[config.mk]
export PLATFORM = sky130hd
export DESIGN_NAME = sorted_priority_queue
export DESIGN_NICKNAME = d
export VERILOG_FILES = /design/src/sv/spq_pkg.sv /design/src/sv/spq_cell.sv /design/src/sv/sorted_priority_queue.sv
export VERILOG_INCLUDE_DIRS = /design/src /design/src/sv
export SDC_FILE = /design/constraint.sdc
export NUM_CORES = 2
export LEC_CHECK = 0
export BUFFER_PORTS_ARGS = -buffer_cell sky130_fd_sc_hd__buf_2
export CORE_MARGIN = 2
export CORE_UTILIZATION = 35
export DETAILED_ROUTE_END_ITERATION = 6
export PLACE_DENSITY = 0.54
export RECOVER_POWER = 100
export SETUP_SLACK_MARGIN = 0.2
export SLEW_MARGIN = 5
export SYNTH_ARGS = -nofsm -noshare
export SYNTH_HDL_FRONTEND = slang
export SYNTH_SLANG_ARGS = --single-unit
[constraint.sdc]
create_clock -name clk -period 7.15 [get_ports clk]
set_input_delay 0.3575 -clock clk [delete_from_list [all_inputs] [get_ports clk]]
set_output_delay 0.3575 -clock clk [all_outputs]
set_load 0.01 [all_outputs]
[src/sv/sorted_priority_queue_defines.svh]
// Assertion macros for the sorted priority queue.
// Used by sorted_priority_queue.sv; no other dependencies.
`ifndef SORTED_PRIORITY_QUEUE_DEFINES_SVH
`define SORTED_PRIORITY_QUEUE_DEFINES_SVH

// same-cycle implication, disabled during reset
`define SPQ_ASSERT_NOW(label, clk, rst_n, ante, cons) \
	label: assert property (@(posedge clk) disable iff (!rst_n) (ante) |-> (cons)) \
		else $error("spq: assertion failed");

// next-cycle implication, disabled during reset
`define SPQ_ASSERT_NEXT(label, clk, rst_n, ante, cons) \
	label: assert property (@(posedge clk) disable iff (!rst_n) (ante) |=> (cons)) \
		else $error("spq: assertion failed");

`endif

[src/sv/spq_pkg.sv]
// Shared types and constants for the sorted priority queue.
// No dependencies; imported by spq_cell and sorted_priority_queue.
`timescale 1ns / 1ps
`default_nettype none

package spq_pkg;

	localparam int KEY_W     = 32;
	localparam int PAYLOAD_W = 16;
	localparam int ENTRIES_W = 5;
	localparam int DEPTH_DEF = 16;

	typedef enum logic {
		CMD_PUSH = 1'b0,
		CMD_POP  = 1'b1
	} spq_cmd_t;

	typedef enum logic [2:0] {
		ST_INSERTED  = 3'd0,
		ST_DUPLICATE = 3'd1,
		ST_FULL      = 3'd2,
		ST_POPPED    = 3'd3,
		ST_EMPTY     = 3'd4
	} spq_status_t;

	typedef struct packed {
		spq_cmd_t               cmd;
		logic [KEY_W-1:0]       key_in;
		logic [PAYLOAD_W-1:0]   payload_in;
	} spq_in_t;

	typedef struct packed {
		spq_status_t            status;
		logic [KEY_W-1:0]       key_out;
		logic [PAYLOAD_W-1:0]   payload_out;
		logic [ENTRIES_W-1:0]   entries;
	} spq_out_t;

	// one queue slot as it moves along the chain
	typedef struct packed {
		logic                   valid;
		logic [KEY_W-1:0]       key;
		logic [PAYLOAD_W-1:0]   payload;
	} spq_entry_t;

	// per-cycle commands broadcast to every cell
	typedef struct packed {
		logic cmp;   // latch compare flags against the incoming key
		logic push;  // insert: hold, take new entry, or shift up from below
		logic pop;   // shift down toward the head
	} spq_cell_ctl_t;

endpackage

`default_nettype wire

[src/sv/spq_cell.sv]
// One slot of the sorted chain: holds an entry, compares it with the incoming
// key and moves data to/from its neighbors. Depends on spq_pkg.
`timescale 1ns / 1ps
`default_nettype none

module spq_cell (
	input  wire                             clk,
	input  wire                             arst_n,
	input  wire spq_pkg::spq_cell_ctl_t     ctl,
	input  wire [spq_pkg::KEY_W-1:0]        cmp_key,
	input  wire spq_pkg::spq_entry_t        ins,
	input  wire spq_pkg::spq_entry_t        prev,
	input  wire                             prev_lt,
	input  wire spq_pkg::spq_entry_t        next,
	output spq_pkg::spq_entry_t             cur,
	output logic                            lt,
	output logic                            eq
);
	import spq_pkg::*;

	logic                 vld_q;
	logic [KEY_W-1:0]     key_q;
	logic [PAYLOAD_W-1:0] pay_q;
	logic                 lt_q;
	logic                 eq_q;
	spq_entry_t           cur_d;

	assign cur = '{valid: vld_q, key: key_q, payload: pay_q};
	assign lt  = lt_q;
	assign eq  = eq_q;

	// on push, smaller keys stay put; the first slot not smaller takes the new entry,
	// every slot above it takes its lower neighbor; on pop, every slot takes its upper neighbor
	always_comb begin
		cur_d = cur;
		if (ctl.push) begin
			if (!lt_q) begin
				cur_d = prev_lt ? ins : prev;
			end
		end else if (ctl.pop) begin
			cur_d = next;
		end
	end

	always_ff @(posedge clk or negedge arst_n) begin
		if (!arst_n) begin
			vld_q <= 1'b0;
			lt_q  <= 1'b0;
			eq_q  <= 1'b0;
		end else begin
			vld_q <= cur_d.valid;
			if (ctl.cmp) begin
				lt_q <= vld_q && (key_q < cmp_key);
				eq_q <= vld_q && (key_q == cmp_key);
			end
		end
	end

	always_ff @(posedge clk) begin
		key_q <= cur_d.key;
		pay_q <= cur_d.payload;
	end

endmodule

`default_nettype wire

[src/sv/sorted_priority_queue.sv]
// Top level of the sorted priority queue: a chain of spq_cell slots plus the
// command/result control. Depends on spq_pkg, spq_cell and the defines header.
`timescale 1ns / 1ps
`default_nettype none
`include "sorted_priority_queue_defines.svh"

// Usage:
//   A command beat (item: push or pop) is taken on a rising edge with start
//   high and busy low. Each command gives exactly one result beat on
//   'result', marked by 'done' for one cycle; the receiver cannot stall it.
//   The accepted command is registered in the s1 stage, and the result is
//   then registered into 'result'. A new command is not taken while one is
//   in s1: busy is high for the cycle after an accept.
//   First every cell compares its key with the incoming key and registers
//   its less-than / equal flags. Then the equal flags are OR-reduced for
//   the duplicate check, then all cells shift in parallel (push opens a gap
//   at the first slot whose key is not smaller; pop moves the chain toward
//   slot 0, which always holds the smallest key).
//   Duplicate keys are ignored even when full; a new key when full is
//   rejected. Pops on an empty queue report empty with zero key/payload.
//   Reset (arst_n low) empties the queue at once and drops any command in
//   flight; no result beat is produced for it.
module sorted_priority_queue #(
	parameter int DEPTH = spq_pkg::DEPTH_DEF
) (
	input  wire                    clk,
	input  wire                    arst_n,
	input  wire                    start,
	output logic                   busy,
	input  wire spq_pkg::spq_in_t  item,
	output logic                   done,
	output spq_pkg::spq_out_t      result
);
	import spq_pkg::*;

	localparam int CW = $clog2(DEPTH + 1);

	logic                 accept;
	logic                 vld_s1;
	spq_cmd_t             cmd_s1;
	logic [KEY_W-1:0]     key_s1;
	logic [PAYLOAD_W-1:0] pay_s1;
	logic [CW-1:0]        count_q;
	logic [CW-1:0]        count_d;
	logic                 done_q;
	spq_out_t             result_q;
	spq_out_t             result_d;

	spq_cell_ctl_t        ctl;
	spq_entry_t           ins;
	spq_entry_t           ent [DEPTH];
	logic [DEPTH-1:0]     lt_vec;
	logic [DEPTH-1:0]     eq_vec;
	logic [DEPTH-1:0]     vld_vec;
	logic                 dup;
	logic                 full;
	logic                 has_head;
	logic                 pop_done;

	assign accept   = start && !busy;
	assign busy     = vld_s1;
	assign dup      = |eq_vec;
	assign full     = vld_vec[DEPTH-1];
	assign has_head = vld_vec[0];
	assign ins      = '{valid: 1'b1, key: key_s1, payload: pay_s1};

	assign ctl.cmp  = accept;
	assign ctl.push = vld_s1 && (cmd_s1 == CMD_PUSH) && !dup && !full;
	assign ctl.pop  = vld_s1 && (cmd_s1 == CMD_POP) && has_head;

	// cell chain
	for (genvar i = 0; i < DEPTH; i++) begin : g_cell
		spq_entry_t prev_e;
		spq_entry_t next_e;
		logic       prev_lt;

		if (i == 0) begin : g_head
			assign prev_e  = '0;
			assign prev_lt = 1'b1;
		end else begin : g_body
			assign prev_e  = ent[i-1];
			assign prev_lt = lt_vec[i-1];
		end

		if (i == DEPTH - 1) begin : g_tail
			assign next_e = '0;
		end else begin : g_link
			assign next_e = ent[i+1];
		end

		spq_cell u_cell (
			.clk     (clk),
			.arst_n  (arst_n),
			.ctl     (ctl),
			.cmp_key (item.key_in),
			.ins     (ins),
			.prev    (prev_e),
			.prev_lt (prev_lt),
			.next    (next_e),
			.cur     (ent[i]),
			.lt      (lt_vec[i]),
			.eq      (eq_vec[i])
		);

		assign vld_vec[i] = ent[i].valid;
	end

	always_comb begin
		count_d = count_q;
		if (ctl.push) begin
			count_d = count_q + CW'(1);
		end else if (ctl.pop) begin
			count_d = count_q - CW'(1);
		end
	end

	always_comb begin
		result_d             = '0;
		result_d.entries     = ENTRIES_W'(count_d);
		if (cmd_s1 == CMD_POP) begin
			if (has_head) begin
				result_d.status      = ST_POPPED;
				result_d.key_out     = ent[0].key;
				result_d.payload_out = ent[0].payload;
			end else begin
				result_d.status      = ST_EMPTY;
			end
		end else if (dup) begin
			result_d.status = ST_DUPLICATE;
		end else if (full) begin
			result_d.status = ST_FULL;
		end else begin
			result_d.status = ST_INSERTED;
		end
	end

	always_ff @(posedge clk or negedge arst_n) begin
		if (!arst_n) begin
			vld_s1  <= 1'b0;
			done_q  <= 1'b0;
			count_q <= '0;
		end else begin
			vld_s1  <= accept;
			done_q  <= vld_s1;
			count_q <= count_d;
		end
	end

	always_ff @(posedge clk) begin
		if (accept) begin
			cmd_s1 <= item.cmd;
			key_s1 <= item.key_in;
			pay_s1 <= item.payload_in;
		end
		if (vld_s1) begin
			result_q <= result_d;
		end
	end

	assign done   = done_q;
	assign result = result_q;

	assign pop_done = done && (result.status == ST_POPPED);

	// every accepted command yields a result beat, flagged by done after its s1 stage
	`SPQ_ASSERT_NEXT(a_result_follows, clk, arst_n, vld_s1, done)
	// occupied slots form a contiguous run from the head
	`SPQ_ASSERT_NOW(a_thermometer, clk, arst_n, 1'b1, ((vld_vec >> 1) & ~vld_vec) == '0)
	// the count tracks the occupied slots
	`SPQ_ASSERT_NOW(a_count_match, clk, arst_n, 1'b1, count_q == CW'($countones(vld_vec)))
	// a pop result implies the count fell by one
	`SPQ_ASSERT_NOW(a_pop_count, clk, arst_n, pop_done, count_q == $past(count_q) - CW'(1))

endmodule

`default_nettype wire
==> qor.txt <==
Syn Nets: 5,637
Instance count on the critical path: 5
CP peak stage delay: 1.26 ns
Hold Path Origin: item[13]
Synth Warn #: 0
CTS tree: done
Pin count of the biggest net entering global routing: 285
Commonest non-fill, non-tap cells in the layout: nand2_1, edfxtp_1, o21ai_0
Min cycle time layout: 5.45 ns
Drt total wl: 148 mm
DIE AREA: 161,000 um^2
Dpl cell area: 57,600 um^2
Area growth from synthesis to layout: 10.7%
Critical-path top delay cell: clkbuf_1
Initial core utilization: 35.3%
Port bufs: 109
Avg Cell Area, Syn: 10.9 um^2
Slew @ Worst Pin: 3.47 ns
Die Ht: 402 um
Most common cell after layout, fill and taps aside: nand2_1
Vias in the first global route: 37,309
CP delay by family, top: buffers and inverters
First-pass iteration count of the detailed router: 5
Power per cell area: 306 nW/um^2
Status: complete, but fails checks
CP endpoint: g_cell[5].u_cell.pay_q[5]
CP Cell Sequence: nor2b_1 > nand4bb_1 > buf_12 > o21ai_4 > clkbuf_1
Final setup fails: 0
WL/cell: 20.4 um
Leakage Power: 23.9 nW
Cts bufs inserted: 104
Max Fclk: 0.184 GHz
N_diodes: 0
CTS Buffer Depth: 3
Critical R2R Launch: busy
Initial antenna violation count: 0
Tot Pwr: 0.0188 W
Final critical-path share of the clock period: 76.2%
Reg clk slew, reported paths: 0.06 ns
WP data arrival: 5.76 ns
Buf/Inv on CP: 2
Post-synth EDFFs: 873
Cells after synthesis: 5,071
Die X: 402 um
VDD IR max: 224 uV
Worst path required time: 7.46 ns
Reg-to-Reg End: g_cell[5].u_cell.pay_q[5]
Routability cong.: 0.857
Final-report hold violation count: 0
Setup TNS: 0 ns
Yosys reg bits: 928
DRC violations left: 0
Seq/Total Area, Yosys: 49.8%
GRT Residual Overflow: 0
# rows: 145
Setup crit end kind: register
Hpwl dp: 107 mm
# nets final: 5,645
Max transition margin: -132%
CTS H-tree lvls: 3
GRT Total Usage: 17.8%
Crit path kind: register to register
Fin Hold WS: 0.353 ns
Pins over their slew limit: 533
Vias: 38,447
Core area: 157,000 um^2
Post-route ant nets: 0
Setup bufs post-CTS: 0
RSZ-0062 raised after global routing: no
Min-delay worst type: primary input to register
Mapped Area: 55,400 um^2
Layout cells sized above 1: 5.32%
Critical path origin: busy
# IOs: 110
Flop-to-flop setup slack: 1.70 ns
Max Clock Skew: 0.0194 ns
Sink Count: 928
Later-pin clock latency in the skew report: 0.72 ns
Failing checks: capacitance limit, slew limit
Worst-path fanout max: 134
DRT iter0 DRCs: 3,336
Startpoint types: register
Top FF cell, synth: edfxtp_1
MaxCap Viol Count: 11
Global-route wire length before repair: 227 mm
DR vias/cell: 5.32
Synth unique cells: 54
Fin area: 61,300 um^2
Clk root buf: clkbuf_16
R2R depth: 5
Asr flop ratio synth: 5.93%
power breakdown:
| group | leakage (nW) | switching (W) | internal (W) |
|---|---|---|---|
| Clock | 1.65 | 0.00228 | 0.00311 |
| Sequential | 8.88 | 0.00140 | 0.00736 |
| Combinational | 13.4 | 0.00258 | 0.00206 |
kinds of logic after synthesis:
| family | share of synthesized area [%] |
|---|---|
| AND/OR/NAND/NOR | 10.6 |
| AO/OA/AOI/OAI | 11.3 |
| flip-flops | 49.8 |
| multiplexers | 13.0 |
| adder cells (fa/ha/maj) | 11.6 |
| buffers and inverters | 3.55 |
| XOR/XNOR | 0.0633 |
layer usage:
| metal | share of wire [%] | GRT usage [%] |
|---|---|---|
| met5 | 0 | 0 |
| met1 | 50 | 27.0 |
| met2 | 42 | 26.4 |
| met4 | 2.4 | 5.34 |
| met3 | 5.2 | 1.83 |
registers in the layout (all words and copies together) (netlist names), 5 cells and up:
register             count
g_cell.u_cell.vld_q     16
g_cell.u_cell.eq        16
g_cell.u_cell.lt        16
result                  56
g_cell.u_cell.pay_q    256
g_cell.u_cell.key_q    512
pay_s1                  16
key_s1                  32
count_q                  5
layout make-up:
type                    instances  area [um^2]
inverters                      68          256
well taps                    2058         2570
clock inverters                53          442
repair buffers                232         1480
clock buffers                 142         2930
fillers                     15352        95400
multi-input cells            3745        26000
flip-flops and latches        928        27600
worst min path at each step:
stage,end,slack (ns),cells after the start
after global placement,g_cell[2].u_cell.eq,0.45,2
after detailed placement,g_cell[2].u_cell.eq,0.46,2
after global routing,pay_s1[6],0.35,2
after CTS,key_s1[0],0.16,1
final,pay_s1[13],0.35,2
after floorplan,busy,0.06,0
metrics by stage:
stage / utilization, % / setup slack (ns) / std cells
3_5_place_dp: 36.8 / 2.77 / 6982
2_1_floorplan: - / 0.798 / 5071
5_1_grt: 39.1 / 1.25 / 7226
6_report: 39.1 / 1.70 / 7226
4_1_cts: 39.2 / 2.79 / 7226
3_3_place_gp: 36.8 / 2.88 / 6982
what timing repair did:
item                      in CTS  in global routing
hold endpoints to repair     103                  0
hold buffers                  49                  0
resized for setup              0                  0
cells in the mapped netlist (2+ instances only):
cell	number	area share [%]
o41ai_1	3	0.047
o21ai_2	3	0.047
a211oi_1	16	0.22
ha_1	514	12
nor4b_1	5	0.079
o31ai_1	5	0.068
buf_1	2	0.014
and3_1	52	0.59
o21ai_1	393	3.6
dfrtp_1	55	2.5
nand3_1	52	0.47
a221o_1	7	0.13
buf_2	34	0.31
a41oi_1	2	0.032
or4_1	6	0.081
o211ai_1	17	0.23
and2_0	5	0.056
o311ai_0	5	0.079
mux2i_1	720	13
xnor2_1	4	0.063
buf_6	57	1.2
a221oi_1	5	0.079
clkbuf_1	236	1.6
o21ai_0	364	3.3
nor4_1	17	0.19
edfxtp_1	873	47
nor2b_1	33	0.37
a2111oi_0	17	0.27
and4_1	2	0.032
o21a_1	5	0.068
o31a_1	4	0.063
nand2_1	928	6.3
o21bai_1	8	0.11
o22ai_1	13	0.15
a21boi_0	12	0.16
nor3_1	36	0.33
nand2b_1	5	0.056
nand4b_1	5	0.079
a21oi_1	199	1.8
inv_1	68	0.46
nand4_1	113	1.3
nor2_1	103	0.70
a21o_1	57	0.77
worst register-to-register path, stage by stage, from the launching register on:
cell and delay, ns:
dfrtp_1 1.11, nor2b_1 0.39, nand4bb_1 0.99, buf_12 0.64
o21ai_4 0.63, clkbuf_1 1.26
Power figures use the tool's default switching activity.
